### config.mk
export PLATFORM = sky130hd
export DESIGN_NAME = vr_combine
export DESIGN_NICKNAME = d
export VERILOG_FILES = /design/src/design/vr_pkg.sv /design/src/design/vr_combine.sv
export SDC_FILE = /design/constraint.sdc
export NUM_CORES = 2
export LEC_CHECK = 0
export BUFFER_PORTS_ARGS = -buffer_cell sky130_fd_sc_hd__buf_2
export CORE_ASPECT_RATIO = 1.25
export CORE_MARGIN = 5
export CORE_UTILIZATION = 43
export CTS_CLUSTER_DIAMETER = 100
export DETAILED_ROUTE_END_ITERATION = 10
export MAX_ROUTING_LAYER = met4
export PLACE_DENSITY = 0.63
export RECOVER_POWER = 100
export SYNTH_ARGS = -nofsm -noshare
export SYNTH_HDL_FRONTEND = slang
export SYNTH_SLANG_ARGS = --single-unit
### constraint.sdc
create_clock -name clk -period 13.07 [get_ports clk]
set_input_delay 0.6535 -clock clk [delete_from_list [all_inputs] [get_ports clk]]
set_output_delay 0.6535 -clock clk [all_outputs]
set_load 0.01 [all_outputs]
### src/design/vr_pkg.sv
// ----------------------------------------------------------------------------
// vr_pkg
// Shared types, field widths and width helpers for the refraction pipeline.
// ----------------------------------------------------------------------------
package vr_pkg;

  localparam int FRAC_BITS_DEF = 15;
  localparam int VEC_W         = 18;
  localparam int ETA_W         = 16;
  localparam int SAT_W         = 64;

  localparam logic signed [VEC_W-1:0] VEC_MAX = {1'b0, {(VEC_W-1){1'b1}}};
  localparam logic signed [VEC_W-1:0] VEC_MIN = {1'b1, {(VEC_W-1){1'b0}}};

  typedef logic signed [VEC_W-1:0] vec_t;

  typedef struct packed {
    vec_t perp_x;
    vec_t perp_y;
    vec_t perp_z;
    vec_t norm_x;
    vec_t norm_y;
    vec_t norm_z;
  } side_t;

  // width of the dot product / |perp|^2 datapath at 2F fraction bits
  function automatic int wide_w(input int f);
    return (2 * f + 2 > 39) ? 2 * f + 2 : 39;
  endfunction

  // width of the square root operand, rounded up to an even count
  function automatic int x_w(input int f);
    int w;
    w = wide_w(f) - 1;
    return w + (w & 1);
  endfunction

  function automatic vec_t sat_vec(input logic signed [SAT_W-1:0] v);
    vec_t r;
    if (v > SAT_W'(VEC_MAX)) begin
      r = VEC_MAX;
    end else if (v < SAT_W'(VEC_MIN)) begin
      r = VEC_MIN;
    end else begin
      r = v[VEC_W-1:0];
    end
    return r;
  endfunction

endpackage

### src/design/vr_combine.sv
// ----------------------------------------------------------------------------
// vr_combine
// Two-stage back end: parallel part from the root, sum and saturation.
// ----------------------------------------------------------------------------
module vr_combine #(
  parameter int FRAC_BITS = vr_pkg::FRAC_BITS_DEF
) (
  input  logic                                  clk,
  input  logic                                  rst_n,
  input  logic                                  in_valid,
  input  logic [vr_pkg::x_w(FRAC_BITS)/2-1:0]   root,
  input  vr_pkg::side_t                         side,
  output logic                                  out_valid,
  output vr_pkg::vec_t                          res_x,
  output vr_pkg::vec_t                          res_y,
  output vr_pkg::vec_t                          res_z
);

  localparam int VW   = vr_pkg::VEC_W;
  localparam int K    = vr_pkg::x_w(FRAC_BITS) / 2;
  localparam int R_W  = K + 1 + VW;
  localparam int RR_W = R_W + 1 - FRAC_BITS;
  localparam int S_W  = ((RR_W > VW) ? RR_W : VW) + 1;

  localparam logic signed [R_W:0] HALF_R = (R_W + 1)'(1) << (FRAC_BITS - 1);

  vr_pkg::vec_t n_in [3];
  vr_pkg::vec_t p_in [3];

  assign n_in[0] = side.norm_x;
  assign n_in[1] = side.norm_y;
  assign n_in[2] = side.norm_z;
  assign p_in[0] = side.perp_x;
  assign p_in[1] = side.perp_y;
  assign p_in[2] = side.perp_z;

  logic                  va_r, vb_r;
  logic signed [R_W-1:0] pr_r   [3];
  vr_pkg::vec_t          perp_r [3];
  vr_pkg::vec_t          res_r  [3];

  logic signed [R_W:0]    pr_sum [3];
  logic signed [RR_W-1:0] pr_rnd [3];
  logic signed [S_W-1:0]  s      [3];

  always_comb begin
    for (int i = 0; i < 3; i++) begin
      pr_sum[i] = (R_W + 1)'(pr_r[i]) + HALF_R;
      pr_rnd[i] = pr_sum[i][R_W:FRAC_BITS];
      s[i]      = S_W'(perp_r[i]) - S_W'(pr_rnd[i]);
    end
  end

  always_ff @(posedge clk) begin
    if (!rst_n) begin
      va_r <= 1'b0;
      vb_r <= 1'b0;
    end else begin
      va_r <= in_valid;
      vb_r <= va_r;
    end
  end

  always_ff @(posedge clk) begin
    for (int i = 0; i < 3; i++) begin
      pr_r[i]   <= R_W'($signed({1'b0, root})) * R_W'(n_in[i]);
      perp_r[i] <= p_in[i];
      res_r[i]  <= vr_pkg::sat_vec(vr_pkg::SAT_W'(s[i]));
    end
  end

  assign out_valid = vb_r;
  assign res_x     = res_r[0];
  assign res_y     = res_r[1];
  assign res_z     = res_r[2];

endmodule

==> results.ini <==
[timing]
worst_slew_pin_slew_ps = 2299
slew-limit-headroom_pct = -55.31
fin_skew_ps = 21.92
fin_setup_tns_ps = 0
hold_slack_ps = 209.9
setup_viol = 0
fin_crit_sh_pct = 66.75
rsz0062_at_grt = false
hold_viol_final = 0
period_needed_ps = 8724
fmax_mhz = 114.6
drv_slew = 58

[place]
dp.cells = 5911
post-dp-hpwl_mm = 77.77
io_buffers = 184
place.gp.congestion = 0.8671

[synthesis]
synth_async_sr_flop_share_pct = 0
ys_types = 71
synthFlopType = dfxtp_1
synth_area_um2 = 41630
synth_nets = 6026
synth_top_area_cell = fa_1
synth_top_cells_by_count = 953 x inv_1, 816 x fa_1, 541 x and2_1
ys_seq_area_share_pct = 8.752
synth.most_common_cell = inv_1
synthTopCellsByArea = fa_1 39%, ha_1 14%, dfxtp_1 8.8%, inv_1 8.6%, and2_1 8.1%
syn_avg_cell_area_um2 = 9.020
yosysTopAreaCellShare_pct = 39.24
ys.warnings.count = 0
synth-edff-count = 0
ys_ff_latch = 182
synthCells = 4615

[run]
maxCapViolCount = 2

[run_status]
outcome = finished with violations
violations = capacitance limit, slew limit

[setup_path]
worstPathRequired_ps = 13530
worst-path-buf-inv = 4
rrSetupSlack_ps = 6410
cp-end-kind = register
cp_slowest_cell = clkbuf_1
path_class = primary input to register
crit_path_max_fanout = 39
cp_cell_sequence = clkbuf_1, clkbuf_1, and2_0, fa_1, inv_1, fa_1, fa_1, fa_1, inv_1, fa_1, fa_1, ha_1, and3_1, a221o_1, nand2_1, o21ai_0, a221o_1, a32oi_1, a21oi_1, o41a_1, a21oi_1, xnor2_1
start_kind = primary input
crit_path_frequent_cell = fa_1
arrival_ps = 9180
cp_top_family = adder cells
max_stage_delay_ps = 1610

[clocking]
cts_inserted_buffers = 17
cts_root_buffer = clkbuf_16
cts_setup_buffers = 0
clkTransAtPathRegs_ps = 80
post_cts_resized = 0
insertion_delay_ps = 540
clock_path_buffers = 2
cts_tree = built
cts_hold_buf = 0
clock-sinks = 182
htreeDepth = 4

[finish]
multi_input_area_um2 = 33590
area_growth_pct = 5.777
drive_gt1_share_pct = 4.213
regArea_um2 = 3643
fin_util_pct = 45.88
fillers = 9531
layout.nets = 6051
finalNonFillerCells = 5951

[detailed_routing]
drc_errors = 0
first_iter_violations = 1459
ant_nets = 0
dr.pass1.iters = 5
vias_per_cell = 5.102
drt-total-wl_mm = 101.4
via_count = 30360
wl_per_cell_um = 17.03

[global_routing]
grt_pass1_wl_mm = 168.5
first_global_vias = 32850
gr-total-overflow = 0
antenna_found_initial = 10
grt_util_all_layers_pct = 21.10
grt_max_degree = 55

[floorplanning]
fp.dieArea_um2 = 103200
core-area_um2 = 95980
die_h_um = 357.9
start_util_pct = 43.37
die_w_um = 288.3
num_rows = 127
io_pins = 185

[pwr]
ir_drop_mv = 0.2481
power_leakage_nw = 22.19
power.density_nw_per_um2 = 277.4

[worst_hold_path]
hold_class = primary input to register

[worst paths after layout]
kind / depth (start not counted) / end / startpoint
setup / recovery: 22 / pr_r[0][69] / root[6]
hold / removal: 1 / perp_r[0][21] / side[75]
setup reg to reg: 15 / res_r[0][42] / pr_r[0][92]
hold reg to reg: 1 / out_valid / va_r
[sequential cells by signal, indices dropped and copies added (netlist names)]
register,flops
perp_r,54
pr_r,72
va_r,1
res_r,54
out_valid,1
[where the power goes]
group / switching, mW / total, mW / internal, mW
Clock: 0.284 / 0.538 / 0.254
Combinational: 5.90 / 10.6 / 4.73
Sequential: 0.127 / 1.05 / 0.921
[layer usage]
layer | vias up | part of all wire, % | global-route usage (%)
met1 | 15490 | 42 | 25.75
met5 | - | 0 | -
met3 | 121 | 5.9 | 4.113
met4 | 0 | 1.8 | 4.468
met2 | 715 | 51 | 36.54
li1 | 14040 | - | -
[kinds of logic (layout without fill, tap and decap cells)]
group | count (synthesis) | in the layout | share of synthesized area, %
buf+inv | 1152 | 1189 | 10.41
xor+xnor | 186 | 186 | 3.913
flops | 182 | 182 | 8.752
other cells | 0 | 9 | 0
simple gates | 1407 | 1407 | 17.20
compound gates | 404 | 404 | 6.426
mux | 3 | 3 | 0.07514
fa+ha+maj | 1281 | 1281 | 53.22
[stage by stage]
stage / setup WS [ps] / total power, mW / area, um2
after floorplan: 6101 / 9.376 / 41630
after global placement: 5312 / 11.62 / 43560
after detailed placement: 5250 / 11.73 / 43560
after CTS: 5824 / 12.41 / 44150
after global routing: 3810 / 13.89 / 44030
final: 4346 / 12.22 / 44030
[placed cells by master, fill, tap and decap left out, drive strengths merged, types with 6 or more instances in the layout]
master,instances
dfxtp,182
o21bai,6
o2111ai,6
nand2,503
o211ai,6
a211oi,9
a211o,7
o31a,7
clkbuf,79
and3,25
a31oi,13
inv,960
ha,465
nor2b,17
clkinv,7
a21oi,91
nand2b,40
and4,6
nor3,32
and2,543
a31o,7
o31ai,8
o21a,27
xor2,87
xnor2,99
fa,816
diode,9
nand4,29
nor4,13
buf,143
nand3,42
or2,7
nor2,135
o21ai,110
a21o,63
[layout make-up]
class / count / area share, %
multi-input combinational: 3281 / 76.29
sequential: 182 / 8.274
inverter: 953 / 8.124
tap: 1290 / 3.666
timing repair buffer: 205 / 2.267
clock buffer: 17 / 0.9661
clock inverter: 14 / 0.3609
antenna: 9 / 0.05115
[worst reg2reg max path, cell delays in order (launching register included)]
cell and delay [ps]:
dfxtp_1 460, and3_1 210, and2_0 290, nand2_1 170
xor2_1 180, ha_1 350, and3_1 170, a221o_2 390
o221ai_2 190, o211ai_1 160, o41ai_1 510, o21ai_0 340
a311oi_1 490, nand4_2 120, o41ai_1 1910, o31ai_1 420
Power figures use the tool's default switching activity.
