[src/design/vr_pkg.sv]
// ----------------------------------------------------------------------------
// vr_pkg
// Shared types, field widths and width helpers for the refraction pipeline.
// ----------------------------------------------------------------------------
package vr_pkg;

  localparam int FRAC_BITS_DEF = 15;
  localparam int VEC_W         = 18;
  localparam int ETA_W         = 16;
  localparam int SAT_W         = 64;

  localparam logic signed [VEC_W-1:0] VEC_MAX = {1'b0, {(VEC_W-1){1'b1}}};
  localparam logic signed [VEC_W-1:0] VEC_MIN = {1'b1, {(VEC_W-1){1'b0}}};

  typedef logic signed [VEC_W-1:0] vec_t;

  typedef struct packed {
    vec_t perp_x;
    vec_t perp_y;
    vec_t perp_z;
    vec_t norm_x;
    vec_t norm_y;
    vec_t norm_z;
  } side_t;

  // width of the dot product / |perp|^2 datapath at 2F fraction bits
  function automatic int wide_w(input int f);
    return (2 * f + 2 > 39) ? 2 * f + 2 : 39;
  endfunction

  // width of the square root operand, rounded up to an even count
  function automatic int x_w(input int f);
    int w;
    w = wide_w(f) - 1;
    return w + (w & 1);
  endfunction

  function automatic vec_t sat_vec(input logic signed [SAT_W-1:0] v);
    vec_t r;
    if (v > SAT_W'(VEC_MAX)) begin
      r = VEC_MAX;
    end else if (v < SAT_W'(VEC_MIN)) begin
      r = VEC_MIN;
    end else begin
      r = v[VEC_W-1:0];
    end
    return r;
  endfunction

endpackage

[src/design/vr_sqrt.sv]
// ----------------------------------------------------------------------------
// vr_sqrt
// Pipelined floor square root, one root bit per stage, with side data.
// ----------------------------------------------------------------------------
module vr_sqrt #(
  parameter int X_W    = vr_pkg::x_w(vr_pkg::FRAC_BITS_DEF),
  parameter int DATA_W = $bits(vr_pkg::side_t)
) (
  input  logic                clk,
  input  logic                rst_n,
  input  logic                in_valid,
  input  logic [X_W-1:0]      x_in,
  input  logic [DATA_W-1:0]   data_in,
  output logic                out_valid,
  output logic [X_W/2-1:0]    root,
  output logic [DATA_W-1:0]   data_out
);

  localparam int K = X_W / 2;

  logic [K:0]        rem_r  [K];
  logic [K-1:0]      root_r [K];
  logic [X_W-1:0]    x_r    [K-1];
  logic [DATA_W-1:0] dat_r  [K];
  logic [K-1:0]      v_r;

  for (genvar j = 0; j < K; j++) begin : g_stage
    logic [K:0]        rem_i;
    logic [K-1:0]      root_i;
    logic [X_W-1:0]    x_i;
    logic [DATA_W-1:0] dat_i;
    logic              v_i;
    logic [K+2:0]      tmp, trial, sub;
    logic              ge;

    if (j == 0) begin : g_first
      assign rem_i  = '0;
      assign root_i = '0;
      assign x_i    = x_in;
      assign dat_i  = data_in;
      assign v_i    = in_valid;
    end else begin : g_next
      assign rem_i  = rem_r[j-1];
      assign root_i = root_r[j-1];
      assign x_i    = x_r[j-1];
      assign dat_i  = dat_r[j-1];
      assign v_i    = v_r[j-1];
    end

    assign tmp   = {rem_i, x_i[X_W-1:X_W-2]};
    assign trial = {1'b0, root_i, 2'b01};
    assign ge    = (tmp >= trial);
    assign sub   = tmp - trial;

    always_ff @(posedge clk) begin
      if (!rst_n) begin
        v_r[j] <= 1'b0;
      end else begin
        v_r[j] <= v_i;
      end
    end

    always_ff @(posedge clk) begin
      rem_r[j]  <= ge ? sub[K:0] : tmp[K:0];
      root_r[j] <= {root_i[K-2:0], ge};
      dat_r[j]  <= dat_i;
    end

    if (j < K - 1) begin : g_shift
      always_ff @(posedge clk) begin
        x_r[j] <= {x_i[X_W-3:0], 2'b00};
      end
    end
  end

  assign out_valid = v_r[K-1];
  assign root      = root_r[K-1];
  assign data_out  = dat_r[K-1];

  a_rem_bound: assert property (@(posedge clk) disable iff (!rst_n)
    v_r[K-1] |-> ({1'b0, rem_r[K-1]} <= {1'b0, root_r[K-1], 1'b0}))
    else $error("square root remainder exceeds twice the root");

  a_latency: assert property (@(posedge clk) disable iff (!rst_n)
    v_r[K-1] |-> $past(in_valid, K))
    else $error("square root result without a matching item");

endmodule

[config.mk]
export PLATFORM = sky130hd
export DESIGN_NAME = vr_sqrt
export DESIGN_NICKNAME = d
export VERILOG_FILES = /design/src/design/vr_pkg.sv /design/src/design/vr_sqrt.sv
export SDC_FILE = /design/constraint.sdc
export NUM_CORES = 2
export LEC_CHECK = 0
export ABC_AREA = 1
export ABC_CLOCK_PERIOD_IN_PS = 2100
export BUFFER_PORTS_ARGS = -buffer_cell sky130_fd_sc_hd__buf_4
export CAP_MARGIN = 20
export CELL_PAD_IN_SITES_DETAIL_PLACEMENT = 1
export CELL_PAD_IN_SITES_GLOBAL_PLACEMENT = 1
export CORE_ASPECT_RATIO = 1.4
export CORE_MARGIN = 8
export CORE_UTILIZATION = 35
export DETAILED_ROUTE_END_ITERATION = 16
export PLACE_DENSITY_LB_ADDON = 0.1
export SLEW_MARGIN = 20
export SYNTH_ARGS = -nofsm -noshare
export SYNTH_HDL_FRONTEND = slang
export SYNTH_SLANG_ARGS = --single-unit
[constraint.sdc]
create_clock -name clk -period 2.1 [get_ports clk]
set_clock_uncertainty 0.15 [all_clocks]
set_input_delay 0.105 -clock clk [delete_from_list [all_inputs] [get_ports clk]]
set_output_delay 0.105 -clock clk [all_outputs]
set_load 0.01 [all_outputs]
==> summary.txt <==
Clock tree
  • Clk buf depth: 4
  • Clock sinks: between 2000 and 3000
  • Reg clk slew, reported paths: roughly 0.060 ns
  • CTS tree: built
  • H-tree levels: 5
  • Total CTS buffers: about 280
  • Clk Latency, worst-skew pair: approximately 0.8 ns
  • Root buffer cell: clkbuf_16

Synth
  • Sequential share of the synthesized area: 0.752
  • Number of synthesis warnings: 0
  • Syn_nets: 7254
  • Asr flop ratio synth: 0
  • Seq cells post-synth: just under 3000
  • Avg Inst Size Synth: approximately 11 um^2
  • Mapped Area: between 0.07 and 0.08 mm^2
  • Main synth FF type: dfxtp_1
  • Post-synth EDFFs: 0
  • Post-Synthesis Cells: between 6000 and 7000
  • Yosys cell types: 60

Layout
  • Layout cell share with drive strength beyond 1: 0.245
  • Area Overhead vs Synth: 33.9%
  • Final nets: between 8000 and 9000
  • Non-filler cells, final: 11500

Floorplan
  • Number of placed I/O pins: 277
  • Initial Util: 0.352
  • Core footprint: 0.223 mm^2
  • DIE AREA: approximately 0.24 mm^2
  • Cell Rows: roughly 210
  • Die width: approximately 420 um
  • Die Span Y: 576 um

STA
  • Fmax: between 400 and 500 MHz
  • RSZ-0062 raised after global routing: true
  • Final Hold Viols: 0
  • Final period util: 0.976
  • Final setup violation count: 0
  • Slew HR: 0.623
  • Max-slew violations: 0
  • Fin crit period: roughly 2 ns
  • Worst-Margin Slew: between 0.5 and 0.6 ns

Detailed routing
  • Met2 routed WL: between 90000 and 100000 um
  • DRC Markers: 0
  • Initial drt markers: about 1300
  • Per-cell routed wire length: 14.9 um
  • M1 WL: 63800 um
  • DR vias: ~48000
  • Routed WL: between 150000 and 200000 um
  • ANT nets after route: 0
  • Vias per cell: around 4.2
  • Drt pass-1 iters: 5
  • Top sig layer: met4
  • Routed wl met3: 6080 um

Power and ir drop
  • Share of power burned in registers: 0.476
  • Combinational fraction of design power: 0.147
  • Switch share: 0.257
  • Internal: between 90000 and 100000 uW
  • Tot Pwr: about 130000 uW
  • Worst vdd ir: 0.000816 V
  • PwrDens: about 1300 mW/mm^2
  • Clock power share: 0.378
  • Sw power: roughly 35000 uW
  • Leak pwr: a little under 0.05 uW

Hold path
  • Hold Path Class: reg2reg
  • Worst hold start: dat_r[6][35]
  • WHS Path Cells: 0
  • Hold Crit Endpoint: dat_r[7][35]

Setup path
  • R2R setup slack: 0.05 ns
  • FF-to-FF Start: root_r[10][1]
  • Count of buffer and inverter cells on the critical path: 2
  • Startpoint Class: flip-flop
  • Crit Path Category: reg2reg
  • Worst endpoint required time: between 2 and 3 ns
  • WP data arrival: 2.54 ns
  • Element type at the critical path end: flip-flop
  • Slowest CP cell: dfxtp_2
  • Cell Chain, Critical Path: inv_2 > ha_4 > nand2_4 > nand2_1 > nand2_1 > nand2_1 > or2_4 > nand2_4 > nand2_4 > nor2_8 > clkbuf_16 > o21ai_2
  • Slowest cell delay on critical path: 0.35 ns
  • Reg2Reg Capture Point: rem_r[11][7]
  • R2R depth: 12
  • Crit path max-delay family: simple AND/OR/NAND/NOR gates
  • Critical path peak fanout: 8

Global routing
  • First-pass GRT wire length: about 270000 um
  • Pin count of the biggest net entering global routing: 25
  • Total GRT Usage: 0.137
  • GRT overflow: 0
  • Vias in the first global route: ~52000
  • Initial antenna violation count: 6

Placement
  • Placer Congestion: roughly 0.83
  • Detail Placement HPWL: around 120000 um
  • Placed insts: 10600
  • Port buffer count: 276

Job
  • Max capacitance violation total: 0

Status
  • Outcome: finished clean
## logic make-up after synthesis
logic type,share of synthesized area
other,0.0000479
AOI/OAI and AO/OA,0.0286
DFF,0.752
xor gates and xnor gates,0.0171
adders and majority gates,0.0336
buffers and inverters,0.0426
and+or+nand+nor,0.126
## what timing repair did
action                                  4_1_cts  5_1_grt
hold buffers                                299        0
hold endpoints to repair                    166        0
gates cloned                                  7       10
pin swaps                                    44      118
gates resized for setup                     300      500
endpoints found under the setup margin      299      303
setup buffers                                18       56
## worst max-delay path by stage
stage,startpoint,to,slack (ns),cells after the start
after floorplan,root_r[10][3],rem_r[11][6],0.19,12
after global placement,root_r[6][4],rem_r[7][1],-0.80,12
after detailed placement,root_r[6][4],rem_r[7][1],-0.78,12
after CTS,root_r[13][13],rem_r[14][0],-0.002,11
after global routing,root_r[13][9],rem_r[14][1],-0.06,14
final,root_r[10][1],rem_r[11][7],0.05,12
## cell usage in the layout, fill, tap and decap left out, types with 111 or more instances in the layout
cell type / netlist / layout
dfxtp_1: 2940 / 2826
clkbuf_16: 0 / 293
nor2_1: 372 / 297
buf_4: 11 / 891
nand2_2: 29 / 131
dlygate4sd3_1: 0 / 299
a21oi_1: 197 / 135
inv_1: 762 / 737
ha_4: 0 / 111
nand2_1: 1513 / 1383
nand3_1: 265 / 237
## per-stage QoR
step                      utilization  setup TNS, ns  instance area (um^2)  hold WS, ns  setup WS (ns)
final                           0.471              0                105000        0.121         0.0507
after global routing            0.471          -1.69                105000        0.127        -0.0574
after CTS                       0.459       -0.00482                102000        0.119       -0.00194
after detailed placement        0.396         -32.74                 88100       0.0605         -0.779
after global placement          0.396         -28.36                 88100       0.0592         -0.800
after floorplan                     -              0                 78300      -0.0173          0.192
## routing by layer
layer,GRT usage,up-vias
li1,-,24300
met1,0.139,22400
met2,0.272,688
met3,0.0246,417
met4,0.0611,0
met5,0,-
## state kept, by name, summed over array words and instances (netlist names)
name,count
dat_r,2052
g_stage.v_i,18
out_valid,1
rem_r,337
root_r,190
x_r,342
## power groups by stage
| stage | Combinational (uW) | Clock (uW) | Sequential, uW |
|---|---|---|---|
| floorplan | 9900 | 0 | 63700 |
| global placement | 16600 | 0 | 64900 |
| detailed placement | 16900 | 0 | 64900 |
| CTS | 18400 | 53100 | 63900 |
| global route | 22200 | 55300 | 64500 |
| finish | 19800 | 50800 | 64000 |
## cell type report
cell class                 count  area (um^2)
sequential                  2940        59000
fill                       23400       118000
timing repair buffer        1236        10500
multi-input combinational   3137        19200
timing repair inverter         3         25.0
clock buffer                 372         7900
inverter                     779         2990
antenna                        2         5.00
clock inverter               118         1610
tap                         2898         3630
## cell usage after synthesis, types with 2 or more instances
| cell type | n | area [um^2] |
|---|---|---|
| o21bai_1 | 5 | 37.5 |
| a21o_1 | 3 | 22.5 |
| o2111ai_1 | 2 | 17.5 |
| nor3_2 | 4 | 40.0 |
| xnor2_1 | 60 | 526 |
| nor2_2 | 12 | 75.1 |
| nand3_1 | 265 | 1330 |
| nor3_1 | 47 | 235 |
| nand2_4 | 4 | 45.0 |
| nand2_1 | 1513 | 5680 |
| nor2_1 | 372 | 1400 |
| nor4_1 | 2 | 12.5 |
| buf_6 | 19 | 214 |
| nand4_1 | 50 | 313 |
| o21ai_2 | 20 | 175 |
| nor2_4 | 3 | 33.8 |
| o21a_1 | 2 | 15.0 |
| nand3b_1 | 41 | 308 |
| buf_2 | 4 | 20.0 |
| a21oi_4 | 3 | 48.8 |
| and2_1 | 3 | 18.8 |
| o21ai_1 | 32 | 160 |
| a21boi_0 | 2 | 15.0 |
| or2_2 | 9 | 56.3 |
| dfxtp_1 | 2940 | 58900 |
| nand3_2 | 7 | 70.1 |
| buf_12 | 2 | 40.0 |
| xor2_1 | 93 | 815 |
| inv_2 | 12 | 45.0 |
| ha_1 | 210 | 2630 |
| clkbuf_1 | 3 | 11.3 |
| and3_1 | 3 | 18.8 |
| a21oi_1 | 197 | 986 |
| o211ai_1 | 5 | 37.5 |
| o21ai_0 | 108 | 541 |
| a21oi_2 | 12 | 105 |
| buf_4 | 11 | 82.6 |
| inv_1 | 762 | 2860 |
| nand2_2 | 29 | 181 |
| inv_4 | 4 | 25.0 |
(Power assumes the default switching activity.)
